==> src/hdl/tps_pkg.sv <==
package tps_pkg;

  localparam int MAX_VOCAB_DEF = 32768;
  localparam int PROB_W        = 25;
  localparam int TOKEN_W       = 15;
  localparam int TOP_P_W       = 25;
  localparam int SEED_W        = 64;
  localparam int COIN_W        = 24;
  localparam int CFG_IDX_W     = 2;

  localparam logic [PROB_W-1:0]  ONE_Q24     = 25'h100_0000;
  localparam logic [TOP_P_W-1:0] TOP_P_RESET = 25'd15099494;
  localparam logic [SEED_W-1:0]  SEED_RESET  = 64'd1;
  localparam logic [63:0]        RNG_MULT    = 64'h2545_F491_4F6C_DD1D;

  localparam int XS_A = 12;
  localparam int XS_B = 25;
  localparam int XS_C = 27;

  // register indexes on the configuration port
  localparam logic [CFG_IDX_W-1:0] CFG_GREEDY = 2'd0;
  localparam logic [CFG_IDX_W-1:0] CFG_TOP_P  = 2'd1;
  localparam logic [CFG_IDX_W-1:0] CFG_SEED   = 2'd2;

  typedef struct packed {
    logic [31:0] a;
    logic [31:0] b;
  } mul_req_t;

endpackage

==> src/hdl/tps_rng.sv <==
module tps_rng import tps_pkg::*; (
  input  logic              clk,
  input  logic              rst,
  input  logic              seed_we,
  input  logic [SEED_W-1:0] seed,
  input  logic              adv,
  output logic [SEED_W-1:0] word
);

  logic [SEED_W-1:0] s1;
  logic [SEED_W-1:0] s2;
  logic [SEED_W-1:0] word_next;

  always_comb begin
    s1        = word ^ (word >> XS_A);
    s2        = s1 ^ (s1 << XS_B);
    word_next = s2 ^ (s2 >> XS_C);
  end

  always_ff @(posedge clk) begin
    if (rst) begin
      word <= SEED_RESET;
    end else if (seed_we) begin
      word <= seed;
    end else if (adv) begin
      word <= word_next;
    end
  end

endmodule

==> config.mk <==
export PLATFORM = sky130hd
export DESIGN_NAME = tps_rng
export DESIGN_NICKNAME = d
export VERILOG_FILES = /design/src/hdl/tps_pkg.sv /design/src/hdl/tps_rng.sv
export SDC_FILE = /design/constraint.sdc
export NUM_CORES = 1
export LEC_CHECK = 0
export ABC_CLOCK_PERIOD_IN_PS = 1700
export BUFFER_PORTS_ARGS = -buffer_cell sky130_fd_sc_hd__buf_2
export CORE_ASPECT_RATIO = 0.6
export CORE_MARGIN = 2
export CORE_UTILIZATION = 45
export DETAILED_ROUTE_END_ITERATION = 12
export PLACE_DENSITY = 0.7
export SYNTH_ARGS = -nofsm -noshare
export SYNTH_HDL_FRONTEND = slang
export SYNTH_SLANG_ARGS = --single-unit
==> constraint.sdc <==
create_clock -name clk -period 1.7 [get_ports clk]
set_input_delay 0.34 -clock clk [delete_from_list [all_inputs] [get_ports clk]]
set_output_delay 0.34 -clock clk [all_outputs]
set_load 0.01 [all_outputs]
# Yosys cells after proc, flatten, opt, wreduce, memory -nomap -nowiden
# Cells that the tools add are included.
# word_totals
n_memories	0
romBits	0
input_bits	68
elab_cells	7
regBits	64
latch_bits	0
ramBits	0
# op_classes
add_sub_neg	0
mux	2
n_eq_ne	0
n_lt_le_gt_ge	0
n_div	0
n_mul	0
shifts	0
bitwise_logic	3
reduce_logical	1
# ops
operator	n
2-to-1 mux 64 bit	2
bitwise XOR 64 x 37 -> 64 bit	1
bitwise XOR 64 x 52 -> 64 bit	1
bitwise XOR 64 bit	1
nonzero test 2 bit	1

# Logic depth before layout (Yosys ltp)
# logic_depth
word_depth	5
mapped_depth	7

# Worst setup path before layout
# No wires, ideal clock.
# synth_path
kind	reg2reg
from	reg word[27]
to	reg word[25]
required_ns	1.553
arrival_ns	1.469
setup_ns	0.147
stages_incl_launch_ff	6
synth_period_minus_slack_ns	1.616
path_slack_ns	0.084
cell_sequence	dfxtp_1 -> buf_2 -> xnor2_2 -> xnor3_1 -> a211oi_1 -> a2111oi_2
# synth_via
elab_chain_len	5
# synth_rtl
element	line_no	text
start, declared	tps_rng.sv:7	output logic [SEED_W-1:0] word
start signal, assigned	tps_rng.sv:26	word <= word_next;
bitwise XOR 64 x 52 -> 64 bit	tps_rng.sv:15	s1 = word ^ (word >> XS_A);
bitwise XOR 64 bit	tps_rng.sv:16	s2 = s1 ^ (s1 << XS_B);
bitwise XOR 64 x 37 -> 64 bit	tps_rng.sv:17	word_next = s2 ^ (s2 >> XS_C);
2-to-1 mux 64 bit	tps_rng.sv:25	end else if (adv) begin
2-to-1 mux 64 bit	tps_rng.sv:23	end else if (seed_we) begin
# No other way between the ends. The select of a mux whose other input is x is not followed.
# A chain may end at the register's enable or synchronous reset.

# Worst setup path in the final report
# layout_path
from	reg word[12]
to	reg word[10]
# The elaborated chain is that of the path after synthesis.

==> impl_metrics.env <==
export IMPL_outcome="completed"
export IMPL_slowest_stage="dfxtp_1"
export IMPL_path_buf_inv=0
export IMPL_rows=29
export IMPL_grt_ovfl_total=0
export IMPL_maxSlewViolCount=0
export IMPL_rsz0062_at_grt="true"
export IMPL_grt_usage=0.249
export IMPL_synth_main_ff_cell="dfxtp_1"
export IMPL_fillers=930
export IMPL_root_buffer="clkbuf_16"
export IMPL_cpPeakStageDelay_ns=0.41
export IMPL_tightest_slew_ns=0.422
export IMPL_post_drt_via_cell_ratio=5.51
export IMPL_largest_reg_flops=64
export IMPL_dp_hpwl_um=10600
export IMPL_synth_seq_cells=64
export IMPL_syn_area_per_cell_um2=10.0
export IMPL_gp_congestion=0.872
export IMPL_hold_class="in -> reg"
export IMPL_crit_family="XOR/XNOR gates"
export IMPL_synth_edf_count=0
export IMPL_critical_path_class="reg -> reg"
export IMPL_tns_ns=0
export IMPL_synth_top_area_frac=0.262
export IMPL_crit_arrival_ns=1.86
export IMPL_antenna_found_initial=0
export IMPL_maxSlewHeadroom=0.717
export IMPL_die_y_um=84.7
export IMPL_cts_max_level=3
export IMPL_drt_iter0_drc=345
export IMPL_final_hold_viol_count=0
export IMPL_synth_adder_area_share=0
export IMPL_vias=4318
export IMPL_critPathRequiredTime_ns=1.90
export IMPL_final_setup_skew_ns=0.00528
export IMPL_grt_pass1_vias=4360
export IMPL_synth_top_family_by_area="XOR/XNOR gates"
export IMPL_drtPass1Iterations=4
export IMPL_p_leak_nw=3.01
export IMPL_crit_chain="xnor2_1, xor3_1, a211oi_1, a2111oi_2"
export IMPL_yosys_top_cells_area="dfxtp_1 26%, xnor3_1 17%, xnor2_1 12%"
export IMPL_vdd_drop_max_mv=0.572
export IMPL_final_nets=707
export IMPL_die_w_um=139
export IMPL_antenna_left=0
export IMPL_cts_sinks=64
export IMPL_synth_nets=555
export IMPL_grt_pass1_wl_um=22900
export IMPL_whs_ns=0.246
export IMPL_synth_area_leader_cell="dfxtp_1"
export IMPL_regMostFlops="word"
export IMPL_min_period_ns=1.66
export IMPL_grt_max_degree=40
export IMPL_cts_tree="done"
export IMPL_synth_cells=487
export IMPL_wl_per_cell_um=18.7
export IMPL_synth_cell_type_count=36
export IMPL_mostFrequentLayoutCells="131 x buf_2, 65 x xnor2_1, 57 x buf_4, 52 x nor2_1, 49 x dfxtp_1"
export IMPL_clk_pin_slew_ns=0.06
export IMPL_insertedDiodeCount=0
export IMPL_initial_core_util=0.463
export IMPL_maxCapViolations=0
export IMPL_synthesis_area_um2=4890
export IMPL_synth_mux_area_frac=0
export IMPL_synth_compound_area_frac=0.184
export IMPL_clkLatencyLatePin_ns=0.34
export IMPL_core_um2=10600
export IMPL_fin_crit_sh=0.976
export IMPL_p_per_area_nw_per_um2=1190
export IMPL_layout_drive_gt1_share=0.402
export IMPL_syn_to_final_growth_pct=30.5
export IMPL_final_core_util=0.604
export IMPL_crit_path_end_kind="register"
export IMPL_io_pins=132
export IMPL_ys_seq_area_frac=0.262
export IMPL_numCtsBuffers=9
export IMPL_clock_fmax_mhz=603
export IMPL_regToRegSetupSlack_ns=0.04
export IMPL_setup_viol_count_final=0
export IMPL_cts_hold_buf=0
export IMPL_io_buffers=131
export IMPL_final_common_cell="buf_2"
export IMPL_routed_wl_um=14700
export IMPL_die_area_um2=11700
export IMPL_clockBufferDepth=2
export IMPL_synth_xor_area_frac=0.382
export IMPL_yosysWarnings=0
export IMPL_path_max_fanout=4
export IMPL_async_reset_ff_frac=0
export IMPL_drc=0
export IMPL_start_kind="register"
export IMPL_reg_largest_list="word: 64 flops"
export IMPL_yosys_area_share_simple=0.103
## path summary, 6_finish.rpt
check	depth (start not counted)	endpoint	startpoint
worst min register to register	2	word[9]$_SDFFE_PP0P_	word[9]$_SDFFE_PP0P_
worst max register to register	4	word[10]$_SDFFE_PP0P_	word[12]$_SDFFE_PP0P_
worst min-delay path	3	word[14]$_SDFFE_PP0P_	seed[14]
worst max-delay path	4	word[10]$_SDFFE_PP0P_	word[12]$_SDFFE_PP0P_
## metrics by stage
step                      cells  cell area (µm²)  setup slack (ns)  total power, mW
after floorplan             487             4890            0.0840             4.57
after detailed placement    764             5980            0.0111             5.55
after CTS                   780             6290            0.0109             7.54
after global routing        783             6380           -0.0625             7.97
after global placement      764             5980            0.0310             5.47
final                       783             6380            0.0403             7.60
## synthesized netlist by cell type (3+ instances only)
master      n
a221oi_1    3
nor2_1     52
nand4_1     3
a31oi_1     7
a2111oi_2  14
nand2_1     7
xnor3_1    37
and4_1     21
xnor2_1    68
o21bai_1    4
o22ai_1     6
o21ai_0     6
clkbuf_1   32
and3_1      5
xor2_1     18
buf_2      14
or3_1       6
a21oi_1     8
inv_1      30
a2111oi_1   6
xor3_1      4
a211o_1     3
xnor2_2     8
dfxtp_1    64
a211oi_1   45
clkbuf_2    3
## area by class of cell
type / instances / area [µm²] / share of cell area
inverter: 30 / 113 / 0.0177
timing repair buffer: 192 / 1160 / 0.182
clock buffer: 13 / 260 / 0.0408
tap: 139 / 174 / 0.0273
clock inverter: 3 / 40.0 / 0.00628
sequential: 64 / 1300 / 0.204
multi-input combinational: 342 / 3320 / 0.521
## worst reg2reg max path, stage by stage, from the launching register on
cell	delay, ns
dfxtp_1	0.41
xnor2_1	0.39
xor3_1	0.31
a211oi_1	0.34
a2111oi_2	0.08
## power breakdown
group	internal, mW	switching (mW)	total, mW
Combinational	2.07	1.56	3.63
Clock	1.21	0.712	1.92
Sequential	1.72	0.328	2.05
## kinds of logic after synthesis
kind of cell,Yosys count
xor+xnor,138
simple gates,96
compound gates,108
flops,64
buf+inv,81
## timing repair
action                                  4_1_cts  5_1_grt
endpoints found under the setup margin        4       14
gates resized for setup                       3       24
pin swaps                                     0       10
gates cloned                                  0        0
endpoints found under the hold margin         0        0
setup buffers                                 0        3
## per-layer routing
| metal | GRT usage | up-vias | routed length [µm] |
|---|---|---|---|
| met5 | 0 | - | 0 |
| met4 | 0.0538 | 0 | 143 |
| met3 | 0.0730 | 13 | 1080 |
| met2 | 0.381 | 160 | 6540 |
| met1 | 0.351 | 2111 | 6900 |
| li1 | - | 2034 | - |
No activity file was read; power rests on OpenSTA's default activity.
