### src/hdl/tps_pkg.sv
package tps_pkg;

  localparam int MAX_VOCAB_DEF = 32768;
  localparam int PROB_W        = 25;
  localparam int TOKEN_W       = 15;
  localparam int TOP_P_W       = 25;
  localparam int SEED_W        = 64;
  localparam int COIN_W        = 24;
  localparam int CFG_IDX_W     = 2;

  localparam logic [PROB_W-1:0]  ONE_Q24     = 25'h100_0000;
  localparam logic [TOP_P_W-1:0] TOP_P_RESET = 25'd15099494;
  localparam logic [SEED_W-1:0]  SEED_RESET  = 64'd1;
  localparam logic [63:0]        RNG_MULT    = 64'h2545_F491_4F6C_DD1D;

  localparam int XS_A = 12;
  localparam int XS_B = 25;
  localparam int XS_C = 27;

  // register indexes on the configuration port
  localparam logic [CFG_IDX_W-1:0] CFG_GREEDY = 2'd0;
  localparam logic [CFG_IDX_W-1:0] CFG_TOP_P  = 2'd1;
  localparam logic [CFG_IDX_W-1:0] CFG_SEED   = 2'd2;

  typedef struct packed {
    logic [31:0] a;
    logic [31:0] b;
  } mul_req_t;

endpackage

### src/hdl/tps_mul.sv
module tps_mul import tps_pkg::*; (
  input  logic        clk,
  input  mul_req_t    req,
  output logic [63:0] p
);

  // 32x32 unsigned, product registered and available in the cycle after the operands
  always_ff @(posedge clk) begin
    p <= 64'(req.a) * 64'(req.b);
  end

endmodule

### config.mk
export PLATFORM = sky130hd
export DESIGN_NAME = tps_mul
export DESIGN_NICKNAME = d
export VERILOG_FILES = /design/src/hdl/tps_pkg.sv /design/src/hdl/tps_mul.sv
export SDC_FILE = /design/constraint.sdc
export NUM_CORES = 2
export LEC_CHECK = 0
export CAP_MARGIN = 20
export CELL_PAD_IN_SITES_DETAIL_PLACEMENT = 1
export CELL_PAD_IN_SITES_GLOBAL_PLACEMENT = 1
export CORE_ASPECT_RATIO = 1.1
export CORE_MARGIN = 5
export CORE_UTILIZATION = 55
export DETAILED_ROUTE_END_ITERATION = 10
export DONT_BUFFER_PORTS = 1
export PLACE_DENSITY = 0.85
export RECOVER_POWER = 100
export SLEW_MARGIN = 20
export SYNTH_ARGS = -nofsm -noshare
export SYNTH_HDL_FRONTEND = slang
export SYNTH_SLANG_ARGS = --single-unit
### constraint.sdc
create_clock -name clk -period 13.5 [get_ports clk]
set_clock_uncertainty 0.05 [all_clocks]
set_input_delay 0.675 -clock clk [delete_from_list [all_inputs] [get_ports clk]]
set_output_delay 0.675 -clock clk [all_outputs]
set_load 0.01 [all_outputs]
Yosys cells after proc, flatten, opt, wreduce, memory -nomap -nowiden
Cells that the tools add are included.

storage, ports and cells
  register bits = 64
  input port bits = 65
  output and inout bits = 64

cells by class
  $mul = 1

operators by type and width
  operator          count
  $mul A32 B32 Y64  1

Depth between registers and ports, before layout
  depth in word-level cells = 1
  depth in mapped cells = 29

Least setup slack after synthesis
Ideal clock, no wire load.

  path type = input -> register
  start = input port req[57] (netlist name)
  end = register p[62]
  library setup time = 0.072 ns
  data arrival time = 7.356 ns
  data required time = 13.378 ns
  path slack = 6.022 ns
  stages = 25
  buffers on the path = 2
  path through = clkbuf_1 > nand2_1 > fa_1 > inv_1 > fa_1 > inv_1 > fa_1 > inv_1 > fa_1 > fa_1 > fa_1 > fa_1 > inv_1 > fa_1 > inv_1 > ha_1 > buf_2 > nand4_1 > or4_1 > or3_1 > a31oi_1 > a31o_2 > a211oi_1 > o21ai_1 > xor2_1

on the way
  cells in the longest elaborated chain, start to end = 1

ends and longest elaborated chain
  item                  RTL line      RTL
  from (decl)           tps_mul.sv:3  input mul_req_t req,
  $mul A32 B32 Y64      tps_mul.sv:9  p <= 64'(req.a) * 64'(req.b);
  to (signal assigned)  tps_mul.sv:9
  to (decl)             tps_mul.sv:4  output logic [63:0] p

Every way passes these cells.

Final worst setup path
  start = input port req[38] (netlist name)
  end = register p[57]

Same word-level chain as after synthesis.

==> Implementation_results.wiki <==
{| class="wikitable"
! Metric !! Value
|-
| Number of antenna violations at the first check in global routing || 1
|-
| Antenna-violating nets left || 0
|-
| Clock tree from TritonCTS || yes
|-
| Site Rows || between 90 and 100
|-
| Total negative slack || 0 ns
|-
| Rel. slew slack || -4.67%
|-
| CTS Buffer Depth || 2
|-
| CP delay by family, top || compound AO/OA/AOI/OAI gates
|-
| Number of hold buffers added after cts || 0
|-
| Most area-consuming cells after synthesis || sky130_fd_sc_hd__fa_1 (52%), sky130_fd_sc_hd__and2_1 (11%), sky130_fd_sc_hd__ha_1 (9.5%)
|-
| Delay contributed by the slowest stage of the critical path || 1.30 ns
|-
| Post-cts sizing count || 0
|-
| Number of vias in the routed layout || 25200
|-
| Largest registers in the final layout || p x64
|-
| Post-Route WL || between 100000 and 150000 microns
|-
| Post-route fraction of the period consumed by the critical path || 62.8%
|-
| Synth Warn # || 0
|-
| Fraction of final layout cells with drive strength greater than 1 || less than 1%
|-
| Chip Height || 273 microns
|-
| Main flop type after synthesis || sky130_fd_sc_hd__dfxtp_1
|-
| Cell Area, Synth || between 30000 and 40000 sq um
|-
| Actual slew at the worst max-slew pin || around 1.5 ns
|-
| Highest clock frequency the design can meet || 118 MHz
|-
| Min-Delay Path Class || input port to flip-flop
|-
| CTS Sinks || 64
|-
| Core ar. || 62500 sq um
|-
| Pre-Repair DR Iteration Count || 5
|-
| Post-Layout Inst Area || roughly 35000 sq um
|-
| DIE AREA || between 60000 and 70000 sq um
|-
| Gr busiest metal || met2
|-
| Area leader, netlist || sky130_fd_sc_hd__fa_1
|-
| DP Worst Slack || 5.34 ns
|-
| Crit path arrival time || roughly 8.6 ns
|-
| Area overhead of the layout relative to synthesis || 1.20%
|-
| Number of buffers added by the clock tree synthesis step || 9
|-
| Met3 demand-to-capacity share in global routing || ~3.8%
|-
| Status || complete, but fails checks
|-
| Required time at the worst-slack endpoint || ~14 ns
|-
| Area taken by flip-flops and latches || roughly 1300 sq um
|-
| Maximum number of pins on one net before global-route repair || 33
|-
| Clock slew seen by the registers of the worst setup and hold paths || around 0.07 ns
|-
| Diode count || 0
|-
| Async SR Flop Fraction || 0%
|-
| Number of fill cells in the layout || roughly 7000
|-
| Global Route met2 Usage || around 60%
|-
| Flip-flop count of the largest register, all copies and words added || 64
|-
| Dpl cells || approximately 4400
|-
| Setup repair after global routing missed its margin || no
|-
| Buffers plus inverters on the worst setup path || 2
|-
| Critical-path cell list || and2_0, fa_1, inv_1, fa_1, fa_1, inv_1, ha_1, ha_1, ha_1, ha_1, fa_1, ha_1, and3_1, a221oi_1, a221oi_1, a2111oi_0, o31ai_4, a221oi_1, o31ai_1, nor4_1, a311oi_1
|-
| Register ranked first by flip-flop count || p
|-
| Number of max-slew violations in the final report || 4
|-
| Floorplan die width || ~250 microns
|-
| Via density per instance || between 5 and 6
|-
| Number of top-level pins || 129
|-
| Critical Path Slowest Stage Cell || sky130_fd_sc_hd__a2111oi_0
|-
| Total global routing track utilization || 32.6%
|-
| Sequential-to-total area share from yosys stat || ~3.7%
|-
| Library cell used as clock root buffer || sky130_fd_sc_hd__clkbuf_16
|-
| Area occupied by multi-input gates || about 30000 sq um
|-
| RePlAce Congestion || between 0.8 and 0.9
|-
| Synthesized Nets || ~5000
|-
| Deepest level of the CTS H-tree || 3
|-
| Crit Path Max Fanout || 32
|-
| Setup crit start kind || input port
|-
| Met1 Usage GRT || 34.2%
|-
| Buffers inserted during post-CTS setup optimization || 0
|-
| HPWL reported at the end of detailed placement || just under 90000 microns
|-
| Number of nets in the layout || roughly 4800
|-
| CP most frequent cell || sky130_fd_sc_hd__ha_1
|-
| Area fraction of the dominant cell type after synthesis || between 50 and 60%
|-
| Detailed Route Iter0 Violations || 1370
|-
| Count of unique library cells instantiated by Yosys || between 50 and 60
|-
| EDFF count, synth || 0
|-
| Number of buffers inserted by port buffering || 0
|-
| Wire length of the first global-routing pass || around 170000 microns
|-
| Detail-routed net length per standard cell || roughly 25 microns
|-
| Number of failing hold endpoints at the final stage || 0
|-
| Syn_area_per_cell || approximately 9 sq um
|-
| Final setup viols || 0
|-
| Critical path capture point type || flip-flop
|-
| Kind of critical path || input port to flip-flop
|-
| Number of cells in the finished layout apart from fillers || approximately 4400
|-
| Drt drc || 0
|-
| Violated checks || max-capacitance violations, max-slew violations
|-
| Shortest clock period the worst path allows after layout || between 8 and 9 ns
|-
| Max_cap viols || 1
|-
| Instance count of the mapped netlist || 3748
|-
| Starting density of the core || 55.5%
|-
| Area of placed instances || roughly 35000 sq um
|-
| Total gr overflow || 0
|-
| Final worst setup slack || about 5 ns
|-
| Number of global-route vias before repair || slightly above 30000
|-
| Total of flip-flops plus latches after synthesis || 64
|}
==> synthesized netlist by cell type, types with 4 or more instances <==
cell                       number
sky130_fd_sc_hd__o21ai_1        5
sky130_fd_sc_hd__o21bai_1      10
sky130_fd_sc_hd__o21ai_0       21
sky130_fd_sc_hd__clkbuf_1     213
sky130_fd_sc_hd__o21a_1         9
sky130_fd_sc_hd__nand4_1       23
sky130_fd_sc_hd__nor3_1         7
sky130_fd_sc_hd__xnor2_1       35
sky130_fd_sc_hd__a31oi_1       12
sky130_fd_sc_hd__ha_1         263
sky130_fd_sc_hd__nand2_1      480
sky130_fd_sc_hd__and2_1       602
sky130_fd_sc_hd__inv_1        865
sky130_fd_sc_hd__dfxtp_1       64
sky130_fd_sc_hd__nand3_1       10
sky130_fd_sc_hd__fa_1         896
sky130_fd_sc_hd__xor2_1        25
sky130_fd_sc_hd__nor2_1        20
sky130_fd_sc_hd__a221o_1        4
sky130_fd_sc_hd__a21o_1        40
sky130_fd_sc_hd__buf_2          6
sky130_fd_sc_hd__a21oi_1       63
sky130_fd_sc_hd__and3_1        14
==> metrics by stage <==
stage,util (%),hold WS (ns)
after floorplan,-,0.752
after global placement,55.9,0.781
after detailed placement,55.9,0.769
after CTS,56.4,0.408
after global routing,56.2,0.408
final,56.2,0.416
==> layout make-up <==
type / instances / share of cell area [%]
Clock buffer: 10 / 0.681
Inverter: 865 / 9.25
Multi-Input combinational cell: 2599 / 83.2
Sequential cell: 64 / 3.65
Tap cell: 833 / 2.97
Clock inverter: 6 / 0.210
==> cells in the final DEF, fill, tap and decap left out, types with 3 or more instances in the layout <==
cell type,netlist,routed
sky130_fd_sc_hd__a211oi_1,3,3
sky130_fd_sc_hd__a21boi_0,0,3
sky130_fd_sc_hd__a21o_1,40,40
sky130_fd_sc_hd__a21oi_1,63,65
sky130_fd_sc_hd__a221o_1,4,4
sky130_fd_sc_hd__a221oi_1,1,4
sky130_fd_sc_hd__a31oi_1,12,12
sky130_fd_sc_hd__and2_0,0,11
sky130_fd_sc_hd__and2_1,602,591
sky130_fd_sc_hd__and3_1,14,14
sky130_fd_sc_hd__and4_1,3,3
sky130_fd_sc_hd__clkbuf_16,0,9
sky130_fd_sc_hd__dfxtp_1,64,64
sky130_fd_sc_hd__fa_1,896,896
sky130_fd_sc_hd__ha_1,263,263
sky130_fd_sc_hd__inv_1,865,865
sky130_fd_sc_hd__inv_6,0,3
sky130_fd_sc_hd__nand2_1,480,480
sky130_fd_sc_hd__nand3_1,10,10
sky130_fd_sc_hd__nand4_1,23,23
sky130_fd_sc_hd__nor2_1,20,20
sky130_fd_sc_hd__nor3_1,7,7
sky130_fd_sc_hd__o21a_1,9,9
sky130_fd_sc_hd__o21ai_0,21,24
sky130_fd_sc_hd__o21bai_1,10,10
sky130_fd_sc_hd__o221ai_1,3,3
sky130_fd_sc_hd__o31ai_1,2,4
sky130_fd_sc_hd__or2_2,3,3
sky130_fd_sc_hd__or3_1,3,3
sky130_fd_sc_hd__or4_1,3,3
sky130_fd_sc_hd__xnor2_1,35,35
sky130_fd_sc_hd__xor2_1,25,25
==> worst paths after layout <==
check	from	to	slack (ns)	cells past startpoint
min	req[0]	p[0]$_DFF_P_	0.42	1
max	req[38]	p[57]$_DFF_P_	5.02	21
==> cells by family (layout without fill, tap and decap cells) <==
group / count (synthesis) / count (layout) / synth area share (%)
AO/OA/AOI/OAI: 202 / 202 / 4.15
flip-flops: 64 / 64 / 3.69
AND/OR/NAND/NOR: 1177 / 1177 / 17.6
adder cells (fa/ha/maj): 1159 / 1159 / 61.2
multiplexers: 1 / 1 / 0.0289
buffers and inverters: 1085 / 881 / 11.8
XOR/XNOR: 60 / 60 / 1.52
==> metal layers <==
metal	share of wire, %	up-vias
met5	0	-
met1	32	13300
met4	9.8	0
met2	54	1000
li1	-	10400
met3	4.4	466
Power is not shown: default switching activity piles up to over one toggle a cycle in this logic, so the estimate is an artifact.
